File: config.mk
export PLATFORM = sky130hd
export DESIGN_NAME = fpld_cfg
export DESIGN_NICKNAME = d
export VERILOG_FILES = /design/src/sv/frame_pacing_late_drop_monitor_macros.svh /design/src/sv/fpld_pkg.sv /design/src/sv/fpld_cfg.sv
export SDC_FILE = /design/constraint.sdc
export NUM_CORES = 1
export LEC_CHECK = 0
export BUFFER_PORTS_ARGS = -buffer_cell sky130_fd_sc_hd__buf_2
export CAP_MARGIN = 20
export CORE_MARGIN = 2
export CORE_UTILIZATION = 42
export CTS_CLUSTER_SIZE = 14
export DETAILED_ROUTE_END_ITERATION = 8
export PLACE_DENSITY = 0.75
export SLEW_MARGIN = 40
export SYNTH_ARGS = -nofsm -noshare
export SYNTH_HDL_FRONTEND = slang
export SYNTH_SLANG_ARGS = --single-unit
File: constraint.sdc
create_clock -name clk -period 1 [get_ports clk]
set_input_delay 0.1 -clock clk [delete_from_list [all_inputs] [get_ports clk]]
set_output_delay 0.1 -clock clk [all_outputs]
set_load 0.02 [all_outputs]
File: src/sv/frame_pacing_late_drop_monitor_macros.svh
// Assertion macros shared by the frame pacing lateness monitor RTL.
// Included by the modules that carry concurrent assertions; no other dependencies.
`ifndef FRAME_PACING_LATE_DROP_MONITOR_MACROS_SVH
`define FRAME_PACING_LATE_DROP_MONITOR_MACROS_SVH

// Condition holds at every clock edge outside reset.
`define FPLD_ASSERT_HOLDS(label, clk, rst, cond, msg) \
  label: assert property (@(posedge clk) disable iff (rst) (cond)) \
    else $error(msg);

// Consequent holds in the same cycle as the antecedent.
`define FPLD_ASSERT_IMPLIES(label, clk, rst, ante, cons, msg) \
  label: assert property (@(posedge clk) disable iff (rst) (ante) |-> (cons)) \
    else $error(msg);

// Consequent holds in the cycle after the antecedent.
`define FPLD_ASSERT_NEXT(label, clk, rst, ante, cons, msg) \
  label: assert property (@(posedge clk) disable iff (rst) (ante) |=> (cons)) \
    else $error(msg);

`endif

File: src/sv/fpld_pkg.sv
// Shared types and constants for the frame pacing lateness monitor.
// No dependencies; imported by every module of the block.
package fpld_pkg;

  localparam int TIME_WIDTH = 48;
  localparam int SCALE_W    = 32;
  localparam int FRAC_W     = 16;
  localparam int PERIOD_W   = 20;
  localparam int COUNT_W    = 32;
  localparam int KIND_W     = 2;
  localparam int ADDR_W     = 3;
  localparam int DATA_W     = 32;

  // Item kinds
  localparam logic [KIND_W-1:0] KIND_PRESENT = 2'd0;
  localparam logic [KIND_W-1:0] KIND_DROP    = 2'd1;
  localparam logic [KIND_W-1:0] KIND_RESTART = 2'd2;

  // Register indexes (byte address bit 2)
  localparam logic REG_PTS_SCALE    = 1'b0;
  localparam logic REG_FRAME_PERIOD = 1'b1;

  localparam logic [SCALE_W-1:0]  PTS_SCALE_RESET    = 32'd65536;
  localparam logic [PERIOD_W-1:0] FRAME_PERIOD_RESET = 20'd16667;

  localparam logic signed [TIME_WIDTH-1:0] TIME_MAX = {1'b0, {(TIME_WIDTH-1){1'b1}}};
  localparam logic signed [TIME_WIDTH-1:0] TIME_MIN = {1'b1, {(TIME_WIDTH-1){1'b0}}};
  localparam logic [TIME_WIDTH-1:0]        SUM_MAX  = {TIME_WIDTH{1'b1}};
  localparam logic [COUNT_W-1:0]           COUNT_MAX = {COUNT_W{1'b1}};

  typedef struct packed {
    logic [SCALE_W-1:0]  pts_scale_q16;
    logic [PERIOD_W-1:0] frame_period_us;
  } cfg_t;

  typedef struct packed {
    logic [KIND_W-1:0]             kind;
    logic signed [TIME_WIDTH-1:0]  pts;
    logic [TIME_WIDTH-1:0]         now_us;
  } in_item_t;

  // Classified and scaled item handed from the front to the back
  typedef struct packed {
    logic [KIND_W-1:0]             kind;
    logic signed [TIME_WIDTH-1:0]  pts_us;
    logic [TIME_WIDTH-1:0]         now_us;
  } scaled_item_t;

  typedef struct packed {
    logic                          is_late;
    logic                          drop;
    logic signed [TIME_WIDTH-1:0]  error_us;
    logic signed [TIME_WIDTH-1:0]  pts_time_us;
    logic [TIME_WIDTH-1:0]         elapsed_us;
    logic [COUNT_W-1:0]            late_total;
    logic [COUNT_W-1:0]            dropped_total;
    logic [TIME_WIDTH-1:0]         lateness_sum_us;
    logic [TIME_WIDTH-1:0]         lateness_max_us;
  } out_item_t;

endpackage

File: src/sv/fpld_cfg.sv
// Configuration register file with an APB-style write/read port.
// Depends on fpld_pkg for the register indexes, reset values and cfg_t.
module fpld_cfg import fpld_pkg::*; (
  input  logic              clk,
  input  logic              rst,
  input  logic              psel,
  input  logic              penable,
  input  logic              pwrite,
  input  logic [ADDR_W-1:0] paddr,
  input  logic [DATA_W-1:0] pwdata,
  output logic [DATA_W-1:0] prdata,
  output logic              pready,
  output cfg_t              cfg
);

  logic wr_en;
  logic reg_index;

  assign pready    = 1'b1;
  assign wr_en     = psel && penable && pwrite && pready;
  assign reg_index = paddr[2];

  always_ff @(posedge clk) begin
    if (rst) begin
      cfg.pts_scale_q16   <= PTS_SCALE_RESET;
      cfg.frame_period_us <= FRAME_PERIOD_RESET;
    end else if (wr_en) begin
      unique case (reg_index)
        REG_PTS_SCALE:    cfg.pts_scale_q16   <= pwdata[SCALE_W-1:0];
        REG_FRAME_PERIOD: cfg.frame_period_us <= pwdata[PERIOD_W-1:0];
        default: ;
      endcase
    end
  end

  always_comb begin
    unique case (reg_index)
      REG_PTS_SCALE:    prdata = DATA_W'(cfg.pts_scale_q16);
      REG_FRAME_PERIOD: prdata = DATA_W'(cfg.frame_period_us);
      default:          prdata = '0;
    endcase
  end

endmodule

* Word-level counts from Yosys, hierarchy flattened
Cells that the tools add are included.
Operators by class: bitwise gates (word level) 1, reduce and logical (&&, ||, !) cells 4, mux-type cells 1
Operator list (count):
- one-hot mux 32 bit (2 select lines) | 1
- AND reduction 2 bit | 2
- logical AND 1 bit | 2
- NOT 1 bit | 1
Word-level totals: register bits after elaboration 52, word-level logic and storage cells 8, output and inout bits 85

* Longest topological paths before layout
Gate-level depths: netlist of run 1.
depth in word-level cells 3, mapped depth 5, mapped depth without buffers 2

* Worst setup path after synthesis of run 1
Ideal clock, no wire load.
path kind input -> register, from input paddr[2], to register cfg[20] (netlist bit), data required time 0.928 ns, arrival time 0.889 ns, path slack 0.039 ns, stages on the path 5, cells stage by stage buf_6 -> and4b_1 -> buf_6 -> buf_8 -> mux2i_1
On the way: longest elaborated chain between the ends 2
Ends and longest elaborated chain:
- from (decl) | RTL line fpld_cfg.sv:9 | input logic [ADDR_W-1:0] paddr,
- NOT 1 bit
- AND reduction 2 bit (no source line)
- to (decl) | RTL line fpld_cfg.sv:13 | output cfg_t cfg
Every way passes these cells. A chain may end at the register's enable or synchronous reset.

* Worst setup path after layout of run 1
from register cfg[21] (netlist bit), to output prdata[1]
On the way: longest elaborated chain between the ends 1
Ends and longest elaborated chain:
- one-hot mux 32 bit (2 select lines) | RTL line fpld_cfg.sv:37 | unique case (reg_index)
- to (decl) | RTL line fpld_cfg.sv:11 | output logic [DATA_W-1:0] prdata,
Every way passes these cells.

==> run summary, run 1 <==
Relative to the synthesized area, the layout overhead comes to 76.28%. The register with the most flip-flops in the layout has 52 of them. For the core area, the log shows 5921 um2.

The path class of the tightest hold or removal check is input port to register. The largest registers in the layout are cfg (52). The number of placed cells counting well taps came out at 436.

125 I/O pins were placed. After detailed routing, the number of remaining DRC violations is 0. Initial cell density of the core: 0.4339. The endpoint identified for the worst register-to-register timing path is cfg[41]. The run gives 16 as the distinct cell type count of the synthesized netlist. The register with the most flip-flops was cfg. Row generation in the floorplan step produced 28 rows. Yosys attributes the largest share of cell area to sky130_fd_sc_hd__dfxtp_1, sky130_fd_sc_hd__mux2i_1, sky130_fd_sc_hd__nand2b_1. The run gives 4147 um as the detailed placer's ending HPWL. Once layout is complete, the cells apart from fillers number 490.

For the number of global-route vias before repair, the log shows 2169. The run finished, with violations left. The total wire length was 7746 um. The final reports fail on setup timing. The run gives 1.05 ns as the signal arrival time at the worst endpoint. The worst hold path begins at pwdata[27]. The tree is rooted in a sky130_fd_sc_hd__clkbuf_8.

The number of instances in the synthesized netlist was 252. The path depth of the worst reg2reg path came out at 4. The tools report the kind of end point of the critical path as an output pin.

Worst setup margin: -0.1530 ns. The detail-routed via count per cell is 4.863. The tools report the launch point of the worst reg-to-reg path as cfg[41]. The fraction of final layout cells sized beyond drive strength 1 works out to 0.6458. Setup violations remaining at the end of the flow were counted as 25.

After global routing the overflow that remains totals 0. Setup repair after global routing could not meet its margin everywhere. On the final layout, the worst clock skew is 0 ns. The share of async-settable or async-resettable flops after synthesis is 0. At the end of the flow, the number of nets in the layout was 455. For this design, the slowest cell found on the critical path is sky130_fd_sc_hd__dfxtp_2. The tools report the worst setup slack before clock tree synthesis as -0.1163 ns.

The post-route minimum period was 1.153 ns; the proportion of netlist area held by the largest area contributor was 0.4053. The most frequently used cell type in the post-synthesis netlist is sky130_fd_sc_hd__nand2b_1. The final clock period utilization by the worst path is 1.153. Across the VDD grid, the largest voltage drop is 568.2 uV. The logs give 0.90 ns for the required time of the worst setup path and 0.2053 for the all-layer global routing usage.

For this design, the sink count on the clock tree is 52. The H-tree was split into 2 levels. By count the netlist is led by sky130_fd_sc_hd__nand2b_1, sky130_fd_sc_hd__dfxtp_1, sky130_fd_sc_hd__mux2i_1, sky130_fd_sc_hd__mux2_2, sky130_fd_sc_hd__nor2_1.

The logs give 4528 um2 for the final instance area and 0.30 ns for the clock latency on the worst-skew pair. The number of pins with negative max-slew slack in the final report was 0; the die outline height was 82.21 um. The antenna diode count was 0; the die area was 6758 um2.

The largest single stage delay on the critical path is 0.34 ns. The instance count along the most critical hold path was 3; the remaining antenna violation count was 0. The critical path launch point type was a register. The run gives 0 as the number of warning messages in the yosys log. Summed over all cells, the static leakage comes to 2.062 nW.

Entering global routing, the biggest net connects 48 pins. The tools report the max-cap violation count as 0. The run gives 2569 um2 as the synthesized cell area. The cell area reported after detailed placement was 3299 um2. When the netlist entered floorplanning its net count stood at 292.

The utilization of the core after routing is 0.7648, and the number of DRC markers in iteration 0 is 41. The synthesized area divided by synthesized cell count came out at 10.19 um2. Hold repair after CTS inserted 0 buffers.

The tools report the number of clock buffers inserted by TritonCTS as 5. In this run the deepest clock path goes through 2 buffers. Static timing analysis puts the maximum clock frequency at 867.3 MHz. The capture endpoint of the worst hold path is cfg[47]. The run gives 0.20 ns as the worst setup slack for register-to-register paths. The wire length of the first global-routing pass is 10490 um, and the horizontal die dimension is 82.21 um.

In this run the tool buffered the top-level ports with 121 buffer cells. The run gives 0.4053 as the sequential fraction of the synthesis area. Of all cell types, the one taking the most synthesized area is sky130_fd_sc_hd__dfxtp_1. The number of flip-flops and latches in the synthesized netlist works out to 52. TritonCTS built the clock tree. The register clock-pin slew on the reported worst setup and hold paths is 0.09 ns. The signal on the critical path passes through mux2_4, buf_6. The routed layout has 2383 vias. In this run the power density over the cells is 922.4 nW/um2. Before antenna repair, the detailed router went through 4 iterations. The critical path is of the register to output pin type. The number of failing hold endpoints at the final stage is 0, and the wire length per cell after detailed routing is 15.81 um.

Main flop type after synthesis: sky130_fd_sc_hd__dfxtp_1. The initial antenna violation count is 0, and the number of synthesized flops with an enable pin is 0. At the end of routability-driven placement, the weighted congestion stood at 0.7300. Along the worst path, the maximum fanout reaches 2.
critical path, delay by kind of cell (launching register included):
family	cells	cell delay, ns
buffers and inverters	1	0.13
muxes	1	0.28
DFF	1	0.34
cell usage in the layout, fill, tap and decap left out:
cell,instances
sky130_fd_sc_hd__nor2b_1,1
sky130_fd_sc_hd__buf_2,50
sky130_fd_sc_hd__buf_4,12
sky130_fd_sc_hd__nor2_1,14
sky130_fd_sc_hd__nand2b_1,77
sky130_fd_sc_hd__clkbuf_1,1
sky130_fd_sc_hd__mux2_4,19
sky130_fd_sc_hd__buf_12,8
sky130_fd_sc_hd__conb_1,1
sky130_fd_sc_hd__dfxtp_2,52
sky130_fd_sc_hd__clkbuf_8,5
sky130_fd_sc_hd__mux2_2,1
sky130_fd_sc_hd__nand4_2,1
sky130_fd_sc_hd__nor2b_4,11
sky130_fd_sc_hd__and4b_2,1
sky130_fd_sc_hd__and4_1,1
sky130_fd_sc_hd__mux2i_1,52
sky130_fd_sc_hd__clkinv_2,1
sky130_fd_sc_hd__buf_6,107
worst max-delay path by stage:
stage                        start         end  slack [ns]
after floorplan           paddr[2]     cfg[20]        0.04
after global placement    paddr[2]     cfg[26]       -0.07
after detailed placement  paddr[2]     cfg[28]       -0.12
after CTS                  cfg[34]  prdata[14]       -0.15
after global routing       cfg[22]   prdata[2]       -0.19
final                      cfg[21]   prdata[1]       -0.15
area by class of cell:
cell class / count / area (um2)
flip-flops and latches: 52 / 1106
multi-input cells: 179 / 1545
repair buffers: 177 / 1705
clock buffers: 6 / 72.57
well taps: 75 / 93.84
clock inverters: 1 / 5.005
fillers: 382 / 1393
logic make-up after synthesis:
logic type / Yosys count / synth area share
simple gates: 106 / 0.2494
buf+inv: 21 / 0.05358
flops: 52 / 0.4053
mux: 72 / 0.2903
other cells: 1 / 0.001460
per-layer routing:
| metal | share of wire | global-route usage |
|---|---|---|
| met5 | 0 | 0 |
| met4 | 0.016 | 0.05500 |
| met1 | 0.37 | 0.2236 |
| met2 | 0.58 | 0.3968 |
| met3 | 0.032 | 0.04239 |
what timing repair did:
action                     CTS  global route
setup buffers               36            14
setup endpoints to repair   32            68
resized for setup          177            92
stage by stage:
stage               power (mW)  setup TNS, ns  hold WS, ns
finish                   4.176         -2.918      0.05397
global route             4.348         -3.992      0.05427
CTS                      4.108         -2.998      0.03989
detailed placement       2.816         -3.139       0.3685
global placement         2.806         -2.223       0.3609
floorplan                2.586              0       0.2553
report_power, final:
| part | switching, mW | total (mW) | internal [mW] |
|---|---|---|---|
| logic | 0.394 | 0.872 | 0.478 |
| clock network | 0.667 | 1.15 | 0.478 |
| registers | 0.0366 | 2.16 | 2.12 |
| total | 1.10 | 4.18 | 3.08 |
(Power assumes the default switching activity.)
==> run 2: changes to the inputs <==
--- a/config.mk
+++ b/config.mk
@@ -12,7 +12,6 @@
 export CTS_CLUSTER_SIZE = 14
 export DETAILED_ROUTE_END_ITERATION = 8
 export PLACE_DENSITY = 0.75
-export SLEW_MARGIN = 40
 export SYNTH_ARGS = -nofsm -noshare
 export SYNTH_HDL_FRONTEND = slang
 export SYNTH_SLANG_ARGS = --single-unit
==> constraint.sdc (replaced) <==
create_clock -name clk -period 0.95 [get_ports clk]
set_input_delay 0.095 -clock clk [delete_from_list [all_inputs] [get_ports clk]]
set_output_delay 0.095 -clock clk [all_outputs]
set_load 0.02 [all_outputs]
==> run 2 against run 1 <==
Compared with the run above: critical endpoint is now prdata[13]; via count decreased by 2.6%; clock skew unchanged; the run still ends with setup timing left; highest routed layer unchanged; critical path type unchanged; flip-flop and latch count unchanged.
==> run summary, run 2 (synthesis gave the netlist of run 1 again) <==
The die is 82.21 um tall. The internal portion of the total power is 3.313 mW. The buffer depth of the longest clock path was 2; the flip-flop count of the largest register after layout was 52. The min-delay analysis places its worst path in the category input port to register. The register with the most flip-flops was cfg.

For the final database, setup skew stands at 0 ns. Relative contribution of sequential cells to total power: 0.506. Along the worst path, the maximum fanout reaches 2.

The growth of design area from synthesis to finish is 74.09%. Leaving out filler cells and counting taps, the final layout contains 495. The fraction of final layout cells sized beyond drive strength 1 is 0.6405. In the final routed layout, each cell accounts on average for 14.58 um.

The logs give 866.1 MHz for the highest clock frequency the design can meet and 4.490 mW for the post-layout total power. The first routing iteration left 53 violations. The register cell area after layout came out at 1105 um2.

The worst register-to-register path begins at cfg[37]. Capture endpoint of the worst hold path: cfg[51]. The detailed-route via count was 2322.

STA puts the critical path data arrival time at 1.06 ns. 125 I/O pins were placed. The detail route stage leaves a number of antenna-violating nets equal to 0.

Dividing the detail-routed via count by the number of cells gives 4.691. The number of nets in the final layout came out at 459. The start-to-end type of the worst setup path is register to output pin.

Startpoint of the worst hold path: pwdata[31]. Instance count along the most critical hold path: 3. The number of clock buffers inserted by TritonCTS is 5, and the final clock period utilization by the worst path is 1.215. The initial antenna violation count was 0. The run gives 0.85 ns as the required time of the worst setup path. The multi-input combinational cells in the finished layout cover a total of 1519 um2. The maximum level of the CTS H-tree is 2, and the antenna diode count is 0. The pin count of the biggest net entering global routing came out at 50. The later pin in the worst-skew pair is clocked with a latency of 0.30 ns. The floorplan step set the die width to 82.21 um.

In the routed design, unresolved DRC markers number 0. The number of inserted filler cells in the final layout came out at 415. The largest registers in the layout are cfg (52).

For the initial cell density of the core, the log shows 0.4339. For the die area, the log shows 6758 um2. Endpoint of the lowest-slack register-to-register path: cfg[37]. Source of the critical timing path: cfg[33]. The core region is 5921 um2. The power per standard cell area is 1004 nW/um2, and the leakage power summed over all cells is 2.080 nW.

Setup repair after global routing could not meet its margin everywhere. Counting every sink on the clock net gives 52. Number of global-route vias before repair: 2198. The tools report the max-cap violation count as 0. In the layout the commonest cells are sky130_fd_sc_hd__buf_6, sky130_fd_sc_hd__nand2b_1, sky130_fd_sc_hd__buf_2. TritonCTS built the clock tree. The number of failing hold endpoints at the final stage was 0; the worst setup slack for register-to-register paths was 0.14 ns.

The root buffer selected by CTS is sky130_fd_sc_hd__clkbuf_8. Number of cell rows: 28. The tools report the total wire length as 7216 um.

The post-route minimum period is 1.155 ns, and the net switching power is 1.177 mW. For the clock network fraction of design power, the log shows 0.295. For the combinational power share, the log shows 0.199.

The library cell used most frequently in the layout, excluding fill and tap cells, is sky130_fd_sc_hd__buf_6. Worst setup margin: -0.2046 ns. The first global-routing pass estimated 10450 um of wire.

The fraction of power spent switching nets was 0.2622. After clock tree synthesis, the clock-pin slew on the worst setup and hold paths is 0.10 ns. Path depth of the worst reg2reg path: 4.

The worst setup path is captured at an output pin. Critical path launch point type: a register. The checks that failed: setup timing. The detailed-router iteration count before antenna repair was 4. Setup violations remaining at the end of the flow were counted as 65. The run gives 0.7606 as the placer congestion estimate. The logs give 4181 um for the detailed placer's ending HPWL and 445 for the number of placed cells counting well taps.

The all-layer global routing usage is 0.2016. The run finished, with violations left. In this run the tool buffered the top-level ports with 121 buffer cells. Total grt overflow: 0. The number of pins with negative max-slew slack in the final report is 0, and the maximum ir drop on the vdd rail is 842.6 uV. For this design, the CTS-stage hold fixing added 0 buffers.
run 2: worst max path at each step:
stage / cells past startpoint / endpoint / slack (ns)
floorplan: 5 / cfg[20] / -0.003
global placement: 4 / cfg[31] / -0.09
detailed placement: 4 / cfg[21] / -0.14
CTS: 2 / prdata[7] / -0.20
global route: 2 / prdata[13] / -0.23
finish: 2 / prdata[13] / -0.20
run 2: repair_timing:
| item | CTS | global route |
|---|---|---|
| endpoints found under the setup margin | 52 | 67 |
| setup buffers | 28 | 32 |
| endpoints found under the hold margin | 0 | 0 |
| resized for setup | 201 | 64 |
run 2: stage by stage:
stage	area (um2)	util	setup WS [ns]	hold slack, ns	setup TNS [ns]
after floorplan	2572	-	-0.003004	0.2503	-0.09013
after global placement	3342	0.5645	-0.08531	0.3552	-2.859
after detailed placement	3342	0.5645	-0.1440	0.3639	-3.629
after CTS	4195	0.7086	-0.1950	0.02675	-5.280
after global routing	4472	0.7553	-0.2299	0.03288	-7.206
final	4472	0.7553	-0.2046	0.03122	-5.284
run 2: power by group through the flow:
stage                     registers [mW]  logic, mW  clock network (mW)
after floorplan                     2.37      0.357                   0
after CTS                           2.27      0.827                1.34
after global routing                2.28      0.951                1.43
after global placement              2.31      0.654                   0
after detailed placement            2.31      0.662                   0
final                               2.27      0.893                1.33
run 2: final cells by class:
type                            instances  area share
Timing Repair Buffer                  181      0.3716
Multi-Input combinational cell        179      0.3397
Sequential cell                        52      0.2471
Tap cell                               75     0.02098
Clock buffer                            6     0.01847
Clock inverter                          2    0.002238
run 2: per-layer routing:
| layer | GRT usage | wire, um | vias to the layer above |
|---|---|---|---|
| met3 | 0.02283 | 221 | 9 |
| met5 | 0 | 0 | - |
| met2 | 0.3871 | 4096 | 54 |
| met4 | 0.07333 | 116 | 0 |
| li1 | - | - | 1154 |
| met1 | 0.2257 | 2781 | 1105 |
run 2: critical path, stage by stage, from the launching register on:
cell and delay (ns):
sky130_fd_sc_hd__dfxtp_2 0.34, sky130_fd_sc_hd__mux2_4 0.28, sky130_fd_sc_hd__buf_6 0.13
==> run 3: changes to the inputs <==
--- a/config.mk
+++ b/config.mk
@@ -7,11 +7,15 @@
 export LEC_CHECK = 0
 export BUFFER_PORTS_ARGS = -buffer_cell sky130_fd_sc_hd__buf_2
 export CAP_MARGIN = 20
+export CELL_PAD_IN_SITES_DETAIL_PLACEMENT = 0
+export CELL_PAD_IN_SITES_GLOBAL_PLACEMENT = 1
 export CORE_MARGIN = 2
-export CORE_UTILIZATION = 42
+export CORE_UTILIZATION = 30
 export CTS_CLUSTER_SIZE = 14
 export DETAILED_ROUTE_END_ITERATION = 8
-export PLACE_DENSITY = 0.75
+export GPL_TIMING_DRIVEN = 0
+export PLACE_DENSITY = 0.73
+export SLEW_MARGIN = 10
 export SYNTH_ARGS = -nofsm -noshare
 export SYNTH_HDL_FRONTEND = slang
 export SYNTH_SLANG_ARGS = --single-unit
==> run 3 against run 2 <==
Compared with the run above: the flow still finishes with violations (setup timing); largest cell class unchanged; sequential power hardly changed; register-to-register slack worse by 0.11 ns; critical path depth stayed put; clock skew stayed put.
==> run summary, run 3 (synthesis gave the netlist of run 1 again) <==
The run finished, with violations left. The final reports fail on setup timing. The logs give 4 for the detailed-router iteration count before antenna repair and 4544 um2 for the final instance area. The number of global-route vias before repair was 2313; the number of sinks driven by the clock tree was 52. After filler insertion, the fill cell instance count of the layout stands at 773. In this run the horizontal extent of the chip is 96.54 um. The routed layout has 2377 vias. Derived from the worst setup path, the maximum achievable clock frequency is 858.5 MHz. The critical path in this run is classified as register to output pin. Cell internal power was estimated by the tool at 3.506 mW.

The tools report the all-layer global routing usage as 0.1669. 0 antenna diodes ended up in the layout. For this design the static power due to leakage is 2.064 nW.

The quantity of I/O buffers inserted on ports is 119, and the maximum level of the CTS H-tree is 2. Summed over all layers, the routed wires come to 8201 um. The fraction of final layout cells sized beyond drive strength 1 was 0.6389. The cell with the largest stage delay on the worst path is sky130_fd_sc_hd__dfxtp_2. The tools report the met1 wire length as 3626 um. The growth of design area from synthesis to finish is 76.91%, and the detail-routed via count per cell is 4.426.

The tools report the net switching power as 1.269 mW. TritonCTS created 5 clock buffers. Setup violations remaining at the end of the flow were counted as 64. Setup repair after global routing could not meet its margin everywhere. The die is 96.54 um tall. The routed design uses 302 um of met3 wire. In this run the cell area measured after placement is 3299 um2. VDD sags by at most 537.3 uV. The core area is 8258 um2.

The maximum cell stage delay along the critical path works out to 0.34 ns. Signal routing reaches up to met4. The tools report the worst setup slack before clock tree synthesis as -0.1798 ns. No sink is reached through more buffers than the 2 on the longest clock path.

The wire length per cell after detailed routing is 15.27 um. The flip-flop count of the largest register after layout is 52, and the measured slew at the worst slew-check pin is 0.5422 ns. The pin count of the biggest net entering global routing came out at 18. The register clock-pin slew on the reported worst setup and hold paths was 0.11 ns. Max-cap violations in this run came to 0. The relative contribution of sequential cells to total power is 0.476. The critical path launch point type was a register. The die covers 9319 um2.

The tools report the detailed placer's ending HPWL as 5040 um. The cell sitting at the root of the clock tree is a sky130_fd_sc_hd__clkbuf_8. The clock reaches the later pin of the worst-skew pair after 0.30 ns. For this run, design rule violations remaining after detail routing come to 0.

The post-route minimum period was 1.165 ns; the met2 wire length was 4204 um. The sequential cells in the finished layout cover a total of 1106 um2. The number of pins with negative max-slew slack in the final report was 0.

In this run the worst hold path is classified as input port to register. Number of failing hold endpoints at the final stage: 0. The count of nets left with antenna violations once routing finished came out at 0. Across the routed clock network, the largest skew measured is 0 ns. The initial cell density of the core was 0.3111; the clock network fraction of design power was 0.337. For the worst setup path, the data required time is 0.85 ns.

Final clock period utilization by the worst path: 1.226. Traced cell by cell, the critical path runs through mux2_2, buf_6. The fraction of power spent switching nets was 0.2657; the worst setup margin was -0.2148 ns. The initial antenna violation count was 0.

More flip-flops sit in one register than any other, and that register is cfg. Total power for the finished layout comes to 4.774 mW. Row generation in the floorplan step produced 33 rows.

In this run the power density over the cells is 1051 nW/um2. The wire length of the first global-routing pass was 11850 um. The tools report the area of the multi-input gates as 1514 um2. The tools report the kind of end point of the critical path as an output pin. For the combinational power share, the log shows 0.186.

The final layout contains 471 nets. The tools report the total of hold buffers inserted after clock tree synthesis as 0. The tools report the signal arrival time at the worst endpoint as 1.07 ns. Routability-driven placement finished with a final weighted congestion of 0.7009. The first routing iteration left 33 violations. TritonCTS built the clock tree. The largest fanout of any net on the critical path works out to 2. The total overflow left after global routing is 0. The tools report the worst-case headroom to the max-slew limit as 0.6385. Leaving out fill and tap cells, the most frequent cell in the layout is sky130_fd_sc_hd__buf_6. Utilization of the core after routing: 0.5503.

The top cell types in the final layout, fill and taps aside, are sky130_fd_sc_hd__buf_6, sky130_fd_sc_hd__nand2b_1, sky130_fd_sc_hd__mux2i_1, sky130_fd_sc_hd__dfxtp_2, sky130_fd_sc_hd__buf_2. The largest registers in the layout are cfg (52). 125 I/O pins were placed.
-- run 3: changes by cell type in the layout (fill, tap and decap cells not counted), sizes merged --
cell,change
clkbuf,+8
buf,+3
clkinv,-2
bufinv,+1
clkinvlp,+1
inv,+1
-- run 3: final timing paths --
check | start | endpoint | slack, ns | depth (start not counted)
min | pwdata[22] | cfg[42] | 0.04 | 3
max reg2reg | cfg[9] | cfg[9] | 0.03 | 5
min reg2reg | cfg[24] | cfg[24] | 0.49 | 2
max | cfg[31] | prdata[11] | -0.21 | 2
-- run 3: per-stage QoR --
stage	setup TNS [ns]	hold WS, ns	std cells
finish	-5.601	0.03503	537
detailed placement	-8.305	0.3676	476
global route	-7.740	0.02904	537
global placement	-7.696	0.3603	476
floorplan	-0.09013	0.2503	252
CTS	-6.141	0.02262	519
-- run 3: power by group through the flow --
stage          sequential (mW)  combinational (mW)  clock, mW
2_1_floorplan             2.37               0.357          0
3_3_place_gp              2.31               0.652          0
3_5_place_dp              2.31               0.656          0
4_1_cts                   2.27               0.827       1.65
5_1_grt                   2.28               0.955       1.73
6_report                  2.27               0.890       1.61
-- run 3: what timing repair did --
item                       4_1_cts  5_1_grt
gates resized for setup        196       76
buffers inserted                35       40
gates cloned                     0        0
setup endpoints to repair       67       72
-- run 3: critical path: cells and delay by family (launching register included) --
kind | cells | cell delay [ns]
buf+inv | 1 | 0.14
flops | 1 | 0.34
mux | 1 | 0.27
-- run 3: per-layer routing --
metal | up-vias | global-route usage
li1 | 1181 | -
met1 | 1129 | 0.2130
met2 | 61 | 0.2963
met3 | 6 | 0.02483
met4 | 0 | 0.03873
met5 | - | 0
-- run 3: cell type report --
class | count | share of cell area
multi-input cells | 179 | 0.3331
clock buffers | 5 | 0.01514
well taps | 105 | 0.02891
plain buffers | 21 | 0.03194
repair buffers | 172 | 0.3373
clock inverters | 3 | 0.01019
flip-flops and latches | 52 | 0.2434
